`src/rtl/assert_macros.svh`:
```
// Assertion macros shared by the parser RTL.
// Clocked on clk, disabled while arst_n is low; empty when SYNTH is defined.
`ifndef ASSERT_MACROS_SVH
`define ASSERT_MACROS_SVH
`ifndef SYNTH
`define ASSERT_IMP(lbl, ante, cons, msg) \
	lbl: assert property (@(posedge clk) disable iff (!arst_n) (ante) |-> (cons)) \
		else $error(msg);
`define ASSERT_NXT(lbl, ante, cons, msg) \
	lbl: assert property (@(posedge clk) disable iff (!arst_n) (ante) |=> (cons)) \
		else $error(msg);
`else
`define ASSERT_IMP(lbl, ante, cons, msg)
`define ASSERT_NXT(lbl, ante, cons, msg)
`endif
`endif

```
`src/rtl/dtp_pkg.sv`:
```
// Package for the decimal tenths parser: character codes, beat structs, helpers.
// No dependencies.
package dtp_pkg;
	localparam int TENTHS_W = 64;

	localparam logic [7:0] CH_ZERO  = 8'h30;
	localparam logic [7:0] CH_NINE  = 8'h39;
	localparam logic [7:0] CH_POINT = 8'h2e;
	localparam logic [7:0] CH_SPACE = 8'h20;
	localparam logic [7:0] CH_TAB   = 8'h09;
	localparam logic [7:0] CH_CR    = 8'h0d;

	typedef struct packed {
		logic [7:0] ch;
		logic       at_end;
	} dtp_item_t;

	typedef struct packed {
		logic                emit;
		logic                ok;
		logic [TENTHS_W-1:0] value;
	} dtp_res_t;

	function automatic logic is_blank(input logic [7:0] c);
		return (c == CH_SPACE) || ((c >= CH_TAB) && (c <= CH_CR));
	endfunction

	function automatic logic is_digit(input logic [7:0] c);
		return (c >= CH_ZERO) && (c <= CH_NINE);
	endfunction
endpackage

```
`src/rtl/dtp_if.sv`:
```
// Valid/ready channel interfaces for parser character and result beats.
// Depends on dtp_pkg.
interface dtp_in_if;
	logic       valid;
	logic       ready;
	logic [7:0] ch;
	logic       at_end;

	modport source (output valid, output ch, output at_end, input ready);
	modport sink (input valid, input ch, input at_end, output ready);
endinterface

interface dtp_out_if;
	logic                         valid;
	logic                         ready;
	logic [dtp_pkg::TENTHS_W-1:0] tenths_value;
	logic                         ok;

	modport source (output valid, output tenths_value, output ok, input ready);
	modport sink (input valid, input tenths_value, input ok, output ready);
endinterface

```
`src/rtl/dtp_core.sv`:
```
// Parser state and per-character step logic (accumulate, point, fraction, finish).
// Depends on dtp_pkg and assert_macros.svh.
`include "assert_macros.svh"

module dtp_core #(
	parameter int VALUE_BITS = 64
) (
	input  logic               clk,
	input  logic               arst_n,
	input  logic               step,
	input  dtp_pkg::dtp_item_t item,
	output dtp_pkg::dtp_res_t  res
);
	import dtp_pkg::*;

	localparam int PW = VALUE_BITS + 4;

	logic [VALUE_BITS-1:0] acc_q, acc_n;
	logic [3:0]            frac_q, frac_n;
	logic                  sp_q, sp_n;
	logic                  sf_q, sf_n;

	logic [3:0]    digit;
	logic [3:0]    addend;
	logic [PW-1:0] prod;
	logic          ovf;
	logic          fin_ok;

	assign digit  = item.ch[3:0];
	assign addend = sp_q ? frac_q : digit;
	// acc*10 + addend as (acc<<3) + (acc<<1) + addend
	assign prod   = PW'({acc_q, 3'b000}) + PW'({acc_q, 1'b0}) + PW'(addend);
	assign ovf    = |prod[PW-1:VALUE_BITS];
	assign fin_ok = sp_q && sf_q && !ovf;

	always_comb begin
		acc_n     = acc_q;
		frac_n    = frac_q;
		sp_n      = sp_q;
		sf_n      = sf_q;
		res.emit  = 1'b0;
		res.ok    = 1'b0;
		res.value = '0;
		priority if (item.at_end) begin
			res.emit  = 1'b1;
			res.ok    = fin_ok;
			res.value = fin_ok ? TENTHS_W'(prod[VALUE_BITS-1:0]) : '0;
		end else if (is_digit(item.ch)) begin
			if (!sp_q) begin
				if (ovf) begin
					res.emit = 1'b1;
				end else begin
					acc_n = prod[VALUE_BITS-1:0];
				end
			end else if (sf_q) begin
				res.emit = 1'b1;
			end else begin
				frac_n = digit;
				sf_n   = 1'b1;
			end
		end else if ((item.ch == CH_POINT) && !sp_q) begin
			sp_n = 1'b1;
		end else if (is_blank(item.ch)) begin
			if (sp_q) begin
				res.emit  = 1'b1;
				res.ok    = fin_ok;
				res.value = fin_ok ? TENTHS_W'(prod[VALUE_BITS-1:0]) : '0;
			end
		end else begin
			res.emit = 1'b1;
		end
		if (res.emit) begin
			acc_n  = '0;
			frac_n = '0;
			sp_n   = 1'b0;
			sf_n   = 1'b0;
		end
	end

	always_ff @(posedge clk or negedge arst_n) begin
		if (!arst_n) begin
			acc_q  <= '0;
			frac_q <= '0;
			sp_q   <= 1'b0;
			sf_q   <= 1'b0;
		end else if (step) begin
			acc_q  <= acc_n;
			frac_q <= frac_n;
			sp_q   <= sp_n;
			sf_q   <= sf_n;
		end
	end

	`ASSERT_NXT(a_clear_after_emit, step && res.emit, (acc_q == '0) && !sp_q && !sf_q && (frac_q == '0), "state not cleared after result")
	`ASSERT_IMP(a_frac_needs_point, sf_q, sp_q, "fraction digit without point")
	`ASSERT_IMP(a_frac_range, 1'b1, frac_q <= 4'd9, "fraction digit out of range")
endmodule

```
`src/rtl/decimal_tenths_parser.sv`:
```
// Decimal tenths parser top level: input register, step logic, result register.
// Each character beat is registered in the input stage, and its result in the result register.
// One character per cycle while the result channel does not stall (shift-add times ten update).
// arst_n clears the parser state and all valid flags; payload is not reset.
// Depends on dtp_pkg, dtp_if, dtp_core and assert_macros.svh.
`include "assert_macros.svh"

module decimal_tenths_parser #(
	parameter int VALUE_BITS = 64
) (
	input logic      clk,
	input logic      arst_n,
	dtp_in_if.sink   chars,
	dtp_out_if.source result
);
	import dtp_pkg::*;

	logic      vld_s1;
	dtp_item_t item_s1;
	dtp_res_t  res;

	logic                out_vld_q;
	logic                out_ok_q;
	logic [TENTHS_W-1:0] out_val_q;

	logic out_free;
	logic adv;

	assign out_free    = !out_vld_q || result.ready;
	assign adv         = vld_s1 && out_free;
	assign chars.ready = !vld_s1 || adv;

	always_ff @(posedge clk or negedge arst_n) begin
		if (!arst_n) begin
			vld_s1 <= 1'b0;
		end else if (chars.ready) begin
			vld_s1 <= chars.valid;
		end
	end

	always_ff @(posedge clk) begin
		if (chars.valid && chars.ready) begin
			item_s1.ch     <= chars.ch;
			item_s1.at_end <= chars.at_end;
		end
	end

	dtp_core #(
		.VALUE_BITS(VALUE_BITS)
	) u_core (
		.clk    (clk),
		.arst_n (arst_n),
		.step   (adv),
		.item   (item_s1),
		.res    (res)
	);

	always_ff @(posedge clk or negedge arst_n) begin
		if (!arst_n) begin
			out_vld_q <= 1'b0;
		end else if (out_free) begin
			out_vld_q <= adv && res.emit;
		end
	end

	always_ff @(posedge clk) begin
		if (adv && res.emit) begin
			out_ok_q  <= res.ok;
			out_val_q <= res.value;
		end
	end

	assign result.valid        = out_vld_q;
	assign result.ok           = out_ok_q;
	assign result.tenths_value = out_val_q;

	`ASSERT_NXT(a_s1_holds, vld_s1 && !out_free, vld_s1 && $stable(item_s1), "input stage lost a stalled beat")
	`ASSERT_IMP(a_err_zero, out_vld_q && !out_ok_q, out_val_q == '0, "error result carries nonzero value")
	`ASSERT_NXT(a_emit_shows, adv && res.emit, out_vld_q, "emitted result not registered")
endmodule

```
`src/flat_wrapper.sv`:
```
// flat-port wrapper written by rule: the top's interface ports become plain ports
module decimal_tenths_parser_flat import dtp_pkg::*;
#(
	parameter int VALUE_BITS = 64
)
  (clk, arst_n, chars_valid, chars_ch, chars_at_end, chars_ready, result_valid, result_tenths_value, result_ok, result_ready);
  dtp_in_if chars_i ();
  dtp_out_if result_i ();
  input logic clk;
  input logic arst_n;
  input wire logic [$bits(chars_i.valid)-1:0] chars_valid;
  input wire logic [$bits(chars_i.ch)-1:0] chars_ch;
  input wire logic [$bits(chars_i.at_end)-1:0] chars_at_end;
  output wire logic [$bits(chars_i.ready)-1:0] chars_ready;
  output wire logic [$bits(result_i.valid)-1:0] result_valid;
  output wire logic [$bits(result_i.tenths_value)-1:0] result_tenths_value;
  output wire logic [$bits(result_i.ok)-1:0] result_ok;
  input wire logic [$bits(result_i.ready)-1:0] result_ready;
  assign chars_i.valid = chars_valid;
  assign chars_i.ch = chars_ch;
  assign chars_i.at_end = chars_at_end;
  assign chars_ready = chars_i.ready;
  assign result_valid = result_i.valid;
  assign result_tenths_value = result_i.tenths_value;
  assign result_ok = result_i.ok;
  assign result_i.ready = result_ready;
  decimal_tenths_parser #(.VALUE_BITS(VALUE_BITS)) u_core (.clk(clk), .arst_n(arst_n), .chars(chars_i), .result(result_i));
endmodule
```
`config.mk`:
```
export PLATFORM = sky130hd
export DESIGN_NAME = decimal_tenths_parser_flat
export DESIGN_NICKNAME = d
export VERILOG_FILES = /design/src/rtl/dtp_pkg.sv /design/src/rtl/dtp_if.sv /design/src/rtl/dtp_core.sv /design/src/rtl/decimal_tenths_parser.sv /design/src/flat_wrapper.sv
export VERILOG_INCLUDE_DIRS = /design/src /design/src/rtl
export SDC_FILE = /design/constraint.sdc
export NUM_CORES = 1
export LEC_CHECK = 0
export ABC_AREA = 1
export ABC_CLOCK_PERIOD_IN_PS = 12400
export BUFFER_PORTS_ARGS = -buffer_cell sky130_fd_sc_hd__clkbuf_2
export CAP_MARGIN = 20
export CORE_ASPECT_RATIO = 1.4
export CORE_MARGIN = 8
export CORE_UTILIZATION = 40
export DETAILED_ROUTE_END_ITERATION = 16
export PLACE_DENSITY_LB_ADDON = 0.12
export SLEW_MARGIN = 20
export SYNTH_ARGS = -nofsm -noshare
export SYNTH_HDL_FRONTEND = slang
export SYNTH_SLANG_ARGS = --single-unit
```
`constraint.sdc`:
```
create_clock -name clk -period 12.4 [get_ports clk]
set_input_delay 2.48 -clock clk [delete_from_list [all_inputs] [get_ports clk]]
set_output_delay 2.48 -clock clk [all_outputs]
set_load 0.01 [all_outputs]
```
==> results of run 1 <==
[cell type report]
cell class,count,area (um2)
timing repair buffer,85,487
tap,375,469
multi-input combinational,1148,6380
clock inverter,11,164
inverter,216,811
clock buffer,21,440
fill,2980,15500
sequential,146,4020
[critical path: cells and delay by family]
family        cells  cell delay, ps
buf+inv           2             220
simple gates      2             170
[sequential cells by signal, summed over array words and instances (netlist names)]
| signal | count |
|---|---|
| u_core.item_s1 | 9 |
| u_core.result.ok | 1 |
| u_core.result.tenths_value | 64 |
| u_core.result.valid | 1 |
| u_core.u_core.acc_q | 64 |
| u_core.u_core.frac_q | 4 |
| u_core.u_core.sf_q | 1 |
| u_core.u_core.sp_q | 1 |
| u_core.vld_s1 | 1 |
[kinds of logic after synthesis]
logic type	count (synthesis)	synth area share, %
AO/OA/AOI/OAI	138	6.97
adder cells (fa/ha/maj)	129	14.2
AND/OR/NAND/NOR	826	30.2
flip-flops	146	35.0
buffers and inverters	243	9.43
XOR/XNOR	55	4.20
[Yosys cell counts]
cell type / count
o21a_1: 1
a21oi_2: 2
a21boi_0: 3
nand3_2: 5
inv_2: 4
o21ai_0: 26
a211oi_1: 4
nand4_2: 1
dfrtp_1: 72
nand2_2: 20
nor3b_2: 2
nor2_4: 3
fa_1: 2
xnor2_1: 17
a21o_1: 6
and3_1: 2
xor2_1: 38
o21bai_1: 13
ha_1: 127
nor3_2: 3
nor2_2: 7
edfxtp_1: 74
a31oi_1: 3
buf_6: 9
and2_1: 8
a221oi_1: 1
nand3b_1: 1
nor4_1: 6
nor3_1: 15
o21ai_1: 1
buf_12: 6
nand2_1: 477
inv_1: 211
a31o_2: 5
nand3_1: 104
nand4_1: 2
buf_2: 4
clkbuf_1: 8
nor2_1: 170
clkinv_1: 1
a21oi_1: 70
o211ai_1: 2
o41ai_1: 1
[per-layer routing]
metal / global-route usage (%) / wire length, um / vias to the layer above
li1: - / - / 5077
met1: 20.9 / 13400 / 4427
met2: 33.0 / 15600 / 138
met3: 3.41 / 1010 / 35
met4: 6.43 / 635 / 0
met5: 0 / 0 / -
[where the power goes]
group / switching (uW) / total (uW) / internal [uW]
Sequential: 8.29 / 553 / 544
Combinational: 63.8 / 86.7 / 22.9
Clock: 205 / 539 / 335
Total: 277 / 1180 / 902
[per-stage QoR]
step           hold slack (ps)  area [um2]  utilization (%)  power (uW)
3_3_place_gp               455       12100             42.8         651
3_5_place_dp               464       12200             43.0         653
4_1_cts                    479       12800             45.1        1200
5_1_grt                    491       12800             45.1        1220
2_1_floorplan              437       11500                -         612
6_report                   479       12800             45.1        1180
[how the worst max path moves through the flow]
stage | from | endpoint | slack, ps | depth (start not counted)
final | result_ready | chars_ready | 7040 | 4
after global routing | result_ready | chars_ready | 7010 | 4
after CTS | result_ready | chars_ready | 7030 | 4
after detailed placement | result_ready | chars_ready | 7030 | 4
after global placement | result_ready | chars_ready | 7030 | 4
after floorplan | result_ready | chars_ready | 7250 | 2
==> out/summary.txt, run 1 <==
Final Hold Viols: 0
Routed wire per std cell: 15.3 um
Via count of the first global-routing pass: 9873
Drt pass-1 iters: 5
Worst reg-to-reg path cell count: 23
Cell Chain, Critical Path: clkbuf_2, nor2_1, nand2_1, clkbuf_2
Leading area contributor after synthesis: edfxtp_1
Pre-CTS WS: 7030 ps
Nature of the critical path startpoint: input port
Overall routing resource usage: 18.2%
Largest cells by area after synthesis: edfxtp_1, dfrtp_1, nand2_1, ha_1, inv_1
Critical hold path startpoint: u_core.u_core.frac_q[3]
RR Endpoint: u_core.u_core.acc_q[33]
Rows: 73
Top-area cell type share of the netlist area: 19.4%
Residual DRC count: 0
Mapped Cells: 1537
Routed Antenna Nets: 0
Crit Path Max Fanout: 3
Nets@finish: 1756
Least-Margin Pin Slew: 883 ps
Fraction of layout cells with a size suffix above 1: 10.2%
CTS resizes: 0
CP endpoint kind: primary output
Crit path required time: 9920 ps
CTS tree: built
Die Span Y: 216 um
Clock Skew: 9.55 ps
Via Count: 9677
Highest clock rate: 0.187 GHz
Layout Cells excl Fill: 2002
CP max stage delay: 130 ps
FF+latch count, synth: 146
I/O Buffers: 79
Core Region: 0.0283 mm2
Post-CTS Setup Bufs: 0
GR Overflow Total: 0
Max-slew headroom: 41.0%
Clk root buf: clkbuf_16
Die area: 0.0345 mm2
Period utilisation layout: 43.2%
Ant. Diodes: 0
Critical Path Most Common Cell: clkbuf_2
Area delta synth->final: 11.3%
HPWL Detailed: 24500 um
WHS Path Cells: 2
Syn Nets: 1679
Most frequent cells in the layout: nand2_1, inv_1, nor2_1
Reg2Reg Launch Point: u_core.u_core.sp_q
Fin crit period: 5360 ps
Post-synthesis sequential area ratio: 35.0%
Die Width: 159 um
Fin worst setup slack: 7040 ps
Clk_lat worst skew: 450 ps
Reg clk slew, reported paths: 60 ps
RD Place Congestion: 0.930
Starting density of the core: 40.6%
Final WL: 30700 um
Max Cap Viol: 0
RSZ-0062 raised after global routing: false
Max Transition Viols Final: 0
VDD IR-drop max: 0.0000930 V
Final number of setup-violating endpoints: 0
Placed cells: 1970
Worst hold path class: reg2reg
Worst EP arrival: 2880 ps
Status: finished, final reports clean
Iter 0 DRT Violations: 520
Commonest non-fill, non-tap cell in the layout: nand2_1
Mapped Avg Cell Area: 7.47 um2
Crit Path Class: in2out
Setup TNS after final layout: 0 ps
CTS max path bufs: 2
H-tree levels: 4
Library cells used by synthesis: 43
Inserted Clock Buffers: 17
Initial antenna violation count: 0
Worst Hold Path EP: u_core.u_core.frac_q[3]
YS warnings: 0
Area of the mapped netlist: 0.0115 mm2
Hold Buf Count CTS: 0
DR vias/cell: 4.83
Slowest CP cell: clkbuf_2
Leak Pwr: 0.00712 uW
Flop-to-flop setup slack: 7460 ps
Ports: 80
Clk sinks: 146
Pwr Density: 92.3 mW/mm2
Largest net degree at the start of global routing: 73
First-pass GRT wire length: 50400 um
Note: power is estimated with default switching activity, not from simulation.
==> run 2, diff against run 1 <==
ABC_CLOCK_PERIOD_IN_PS = 4800   (was 12400)
clock period = 4.8 ns   (was 12.4 ns; I/O delays follow)
==> run 2 against run 1 <==
Compared with the run above:
- clock skew up 1.1 ps
- sequential share of layout area down 0.089 points
- first-iteration DRC count down 7.9%
- utilization up 0.13 points
- register-to-register slack worse by 7100 ps
- worst setup slack worse by 6700 ps
- sequential cell count unchanged
- critical endpoint is now u_core.result.tenths_value[38]
- die area unchanged
- non-clock buffer count up 8
- hold slack worse by 3.2 ps
- global-route usage about the same
- combinational power rose to 2.7 times the previous value
==> out/summary.txt, run 2 (synthesis gave the netlist of run 1 again) <==
Max Cap Viol: 0 (unchanged)
Fraction of layout cells with a size suffix above 1: 10.8% (+0.62 points)
Worst EP arrival: 4720 ps (+1840 ps)
CP endpoint kind: flip-flop
Ant. Diodes: 0 (unchanged)
WHS: 476 ps (-3.16 ps)
Overall routing resource usage: 18.2% (+0.042 points)
Drt pass-1 iters: 5 (unchanged)
VDD IR-drop max: 0.000245 V (+160%)
Least-Margin Pin Slew: 986 ps (+104 ps)
Worst path top cell family by delay: compound AO/OA/AOI/OAI gates
Worst hold path class: reg2reg
Rows: 73 (unchanged)
RSZ-0062 raised after global routing: false
Ports: 80 (unchanged)
Slowest CP cell: a21boi_0
Largest net degree at the start of global routing: 73 (unchanged)
Nature of the critical path startpoint: flip-flop
Critical Path Most Common Cell: o21ai_0
Pwr Density: 235 mW/mm2 (+150%)
Status: finished, final reports clean
Die Width: 159 um (unchanged)
Clock Skew: 10.7 ps (+1.11 ps)
CTS tree: built
Setup TNS after final layout: 0 ps (unchanged)
Die Span Y: 216 um (unchanged)
Start point of the critical path: u_core.u_core.sp_q
Routed wire per std cell: 15.3 um (-0.34%)
Crit Path Max Fanout: 9 (+6)
Layout Cells excl Fill: 2010 (+0.40%)
CTS max path bufs: 2 (unchanged)
Residual DRC count: 0 (unchanged)
Clk sinks: 146 (unchanged)
DR vias/cell: 4.91 (+1.6%)
First-pass GRT wire length: 50600 um (+0.48%)
Final number of setup-violating endpoints: 0 (unchanged)
Crit path required time: 5100 ps (-4820 ps)
Inserted Clock Buffers: 17 (unchanged)
Initial antenna violation count: 0 (unchanged)
Period utilisation layout: 91.9%
Iter 0 DRT Violations: 479 (-7.9%)
Critical hold path startpoint: u_core.u_core.frac_q[3]
Leak Pwr: 0.00714 uW (+0.22%)
Cell Chain, Critical Path: clkinvlp_4, nand2_1, o21ai_0, fa_1, inv_1, fa_1, nand3_1, nand3_2, nand2_1, nand2_2, a21oi_1, o21ai_0, a21boi_0, o21ai_0, xor2_1, inv_1, nor2_1
Fin crit period: 4410 ps
Buffers & Inverters on Critical Path: 3 (+1)
Via Count: 9871 (+2.0%)
Clk_lat worst skew: 450 ps (about the same)
Max-slew headroom: 34.2% (-6.8 points)
Crit Path Class: reg2reg
Clk root buf: clkbuf_16
Most frequent cells in the layout: nand2_1, inv_1, nor2_1
Hold Buf Count CTS: 0 (unchanged)
H-tree levels: 4 (unchanged)
Core Region: 0.0283 mm2 (unchanged)
Final Hold Viols: 0 (unchanged)
Via count of the first global-routing pass: 10000 (+1.5%)
Nets@finish: 1764 (+0.46%)
Highest clock rate: 0.227 GHz
Reg2Reg Launch Point: u_core.u_core.sp_q
Die area: 0.0345 mm2 (unchanged)
Area delta synth->final: 11.6%
Max Transition Viols Final: 0 (unchanged)
Commonest non-fill, non-tap cell in the layout: nand2_1
GR Overflow Total: 0 (unchanged)
Placed cells: 1977 (+0.36%)
I/O Buffers: 79 (unchanged)
CP max stage delay: 530 ps (+400 ps)
Routed Antenna Nets: 0 (unchanged)
Reg clk slew, reported paths: 60 ps (about the same)
RD Place Congestion: 0.934 (+0.45%)
Starting density of the core: 40.6% (unchanged)
Final WL: 30700 um (about the same)
HPWL Detailed: 24400 um (-0.26%)
[run 2: repair_timing]
item,in CTS,in global routing
resized for setup,0,2
setup endpoints to repair,0,123
buffers inserted,0,1
[run 2: final timing paths]
kind	endpoint	slack (ps)	depth (start not counted)
max in group asynchronous	u_core.u_core.acc_q[43]	3490	1
setup / recovery	u_core.result.tenths_value[38]	390	17
min in group asynchronous	u_core.u_core.acc_q[15]	680	1
hold / removal	u_core.u_core.frac_q[3]	480	2
setup reg to reg	u_core.result.tenths_value[38]	390	17
hold reg to reg	u_core.u_core.frac_q[3]	480	2
[run 2: metrics by stage]
step	worst slack, ps	util, %	cell area, um2	total power, uW
floorplan	40.3	-	11500	1580
global placement	394	43.1	12200	1690
detailed placement	295	43.1	12200	1690
CTS	213	45.2	12800	3060
global route	5.87	45.3	12800	3130
finish	388	45.3	12800	3010
[run 2: layout make-up]
class                      instances  area, um2
fill                            2961      15500
multi-input combinational       1148       6380
sequential                       146       4020
inverter                         216        818
timing repair buffer              93        532
tap                              375        469
clock buffer                      20        457
clock inverter                    12        131
[run 2: worst min-delay path, delay by kind of cell, from the launching register on]
family / cells / cell delay (ps)
simple gates: 2 / 90
flops: 1 / 350
[run 2: report_power, final]
part / internal [uW] / switching, uW
clock: 792 / 550
combinational: 68.3 / 169
sequential: 1410 / 20.7
[run 2: routing by layer]
metal  global-route usage (%)  part of all wire, %
met1                     20.8                   44
met2                     32.5                   50
met3                     3.57                  3.5
met4                     7.91                  3.0
met5                        0                    0
==> run 3, diff against run 2 <==
SYNTH_HIERARCHICAL = 1   (was not set)
==> run 3 against run 2 <==
Compared with the run above:
- register-to-register slack better by 210 ps
- combinational power down 5%
- power down 2.2%
- design area up 1.5%
- global-route usage up 2.0 points
- critical path depth up 7
- clock-buffer cell count down 1
- die area up 1.2%
- maximum frequency up 4.9%
- via count up 4.4%
- wire length up 12%
- critical endpoint is now u_core/u_core/acc_q[40]
==> out/summary.txt, run 3 <==
Layout fillers: 3102 (+4.8%)
Leak Pwr: 0.00712 uW (-0.27%)
Max Transition Viols Final: 0 (unchanged)
Drt pass-1 iters: 5 (unchanged)
CTS resizes: 0 (unchanged)
Top-area cell type share of the netlist area: 19.1% (-0.25 points)
Critical Path Most Common Cell: nand2_1
Mapped Avg Cell Area: 7.23 um2 (-3.2%)
Via Count: 10300 (+4.4%)
Die Span Y: 218 um (+0.61%)
First-pass GRT wire length: 55400 um (+9.4%)
Setup TNS after final layout: 0 ps (unchanged)
Buffers & Inverters on Critical Path: 3 (unchanged)
Fin crit period: 4200 ps (-208 ps)
Nets@finish: 1828 (+3.6%)
Crit path required time: 5180 ps (+80 ps)
Ant. Diodes: 0 (unchanged)
Start point of the critical path: u_core/u_core/sp_q
Finished Cell Area: 0.0130 mm2 (+1.5%)
Cell Chain, Critical Path: inv_1, nand2_1, o21ai_0, fa_1, inv_1, fa_1, nand2_1, nand2_1, nand3b_1, nand2_1, nand2_1, nand2_2, nand2_1, nand2_2, nand2_1, nand2_1, nand2_1, nand2_1, nor2_2, nand3_2, nand2_2, buf_4, nand3_1, nand2_1
Syn Nets: 1750 (+4.2%)
CP max stage delay: 660 ps (+130 ps)
Crit Path Class: reg2reg
Routed wire per std cell: 16.6 um (+8.6%)
Clk sinks: 146 (unchanged)
Max-slew headroom: 43.5% (+9.3 points)
Largest net degree at the start of global routing: 73 (unchanged)
Routed Antenna Nets: 0 (unchanged)
Rows: 74 (+1.4%)
VDD IR-drop max: 0.000235 V (-3.9%)
Nature of the critical path startpoint: flip-flop
Core Region: 0.0289 mm2 (+2.0%)
Starting density of the core: 40.3% (-0.28 points)
Die Width: 160 um (+0.59%)
Leading area contributor after synthesis: edfxtp_1
YS warnings: 6 (+6)
Most frequent cells after synthesis: nand2_1, inv_1, nor2_1, ha_1, nand3_1
Clk root buf: clkbuf_16
Ports: 80 (unchanged)
CP endpoint kind: flip-flop
Seq. cell area: 0.00402 mm2 (unchanged)
Area occupied by multi-input gates: 0.00657 mm2 (+2.9%)
DR vias/cell: 4.96 (+0.95%)
Pwr Density: 226 mW/mm2 (-3.7%)
Crit Path Max Fanout: 68 (+59)
Final number of setup-violating endpoints: 0 (unchanged)
Worst hold path class: in2async
Iter 0 DRT Violations: 568 (+19%)
Largest cells by area after synthesis: edfxtp_1, nand2_1, dfrtp_1, ha_1, inv_1
Main flop type after synthesis: edfxtp_1
Final Hold Viols: 0 (unchanged)
RSZ-0062 raised after global routing: false
Reg2Reg Launch Point: u_core/u_core/sp_q
CP Depth: 24 (+7)
Placed Area: 0.0124 mm2 (+1.8%)
CTS max path bufs: 2 (unchanged)
Post-synthesis sequential area ratio: 34.6% (-0.46 points)
Area of the mapped netlist: 0.0116 mm2 (+1.3%)
Worst reg-to-reg path cell count: 24 (+7)
Overall routing resource usage: 20.2% (+2.0 points)
CTS tree: built
Final WL: 34500 um (+12%)
Area delta synth->final: 11.8%
Fraction of layout cells with a size suffix above 1: 10.5% (-0.35 points)
Most frequent cells in the layout: nand2_1, inv_1, nor2_1
Hold Buf Count CTS: 0 (unchanged)
H-tree levels: 4 (unchanged)
RD Place Congestion: 0.926 (-0.79%)
HPWL Detailed: 27800 um (+14%)
WHS: 517 ps (+40.8 ps)
Via count of the first global-routing pass: 10400 (+4.2%)
Mapped Cells: 1608 (+4.6%)
FF+latch count, synth: 146 (unchanged)
Async S/R FF share, synth: 49.3% (unchanged)
Post-CTS Setup Bufs: 0 (unchanged)
Max Cap Viol: 0 (unchanged)
Die area: 0.0349 mm2 (+1.2%)
Slowest CP cell: buf_4
Reg clk slew, reported paths: 60 ps (about the same)
Status: finished, final reports clean
Inserted Clock Buffers: 17 (unchanged)
Residual DRC count: 0 (unchanged)
Clk_lat worst skew: 450 ps (about the same)
Number of flops mapped to enable cells by yosys: 74 (unchanged)
Worst path top cell family by delay: simple AND/OR/NAND/NOR gates
Initial antenna violation count: 0 (unchanged)
Commonest non-fill, non-tap cell in the layout: nand2_1
Clock Skew: 6.78 ps (-3.89 ps)
Worst EP arrival: 4590 ps (-130 ps)
Period utilisation layout: 87.6% (-4.3 points)
Least-Margin Pin Slew: 847 ps (-139 ps)
Most common cell in the netlist: nand2_1
Library cells used by synthesis: 41 (-4.7%)
I/O Buffers: 79 (unchanged)
Placed cells: 2047 (+3.5%)
GR Overflow Total: 0 (unchanged)
Layout Cells excl Fill: 2079 (+3.4%)
Highest clock rate: 0.238 GHz (+4.9%)
==> run 3: metrics by stage <==
stage	utilization (%)	total power, uW	setup slack [ps]
floorplan	-	1550	480
global placement	43.0	1650	716
detailed placement	43.0	1660	619
CTS	45.0	2990	587
global route	45.0	3060	150
finish	45.0	2940	595
==> run 3: power breakdown <==
part / switching (uW) / internal, uW
Combinational: 169 / 57.5
Clock: 553 / 763
Sequential: 18.3 / 1380
Total: 740 / 2200
==> run 3: final timing paths <==
path                                      endpoint  slack (ps)
hold reg to reg                 u_core/u_core/sf_q         520
setup / recovery           u_core/u_core/acc_q[40]         600
hold / removal             u_core/u_core/frac_q[1]         520
setup reg to reg           u_core/u_core/acc_q[40]         600
min in group clk                u_core/u_core/sf_q         520
max in group asynchronous  u_core/u_core/acc_q[32]        3780
==> run 3: layout make-up <==
type                            instances  share of cell area (%)
Multi-Input combinational cell       1194                    50.5
Sequential cell                       146                    30.9
Inverter                              241                    6.95
Tap cell                              380                    3.66
Timing Repair Buffer                   86                    3.59
Clock buffer                           19                    3.33
Clock inverter                         13                    1.07
==> run 3: layer usage <==
layer,GRT usage (%),share of wire [%],vias up
met4,8.99,3.4,0
met5,0,0,-
met1,23.4,43,4775
met3,3.34,3.0,46
li1,-,-,5308
met2,36.2,51,178
==> run 3: kinds of logic (layout without fill, tap and decap cells) <==
| kind of cell | count (synthesis) | after routing | synth area share [%] |
|---|---|---|---|
| AO/OA/AOI/OAI | 159 | 159 | 7.63 |
| AND/OR/NAND/NOR | 857 | 857 | 31.0 |
| adder cells (fa/ha/maj) | 129 | 129 | 14.0 |
| XOR/XNOR | 49 | 49 | 3.69 |
| flip-flops | 146 | 146 | 34.6 |
| buffers and inverters | 268 | 359 | 9.07 |
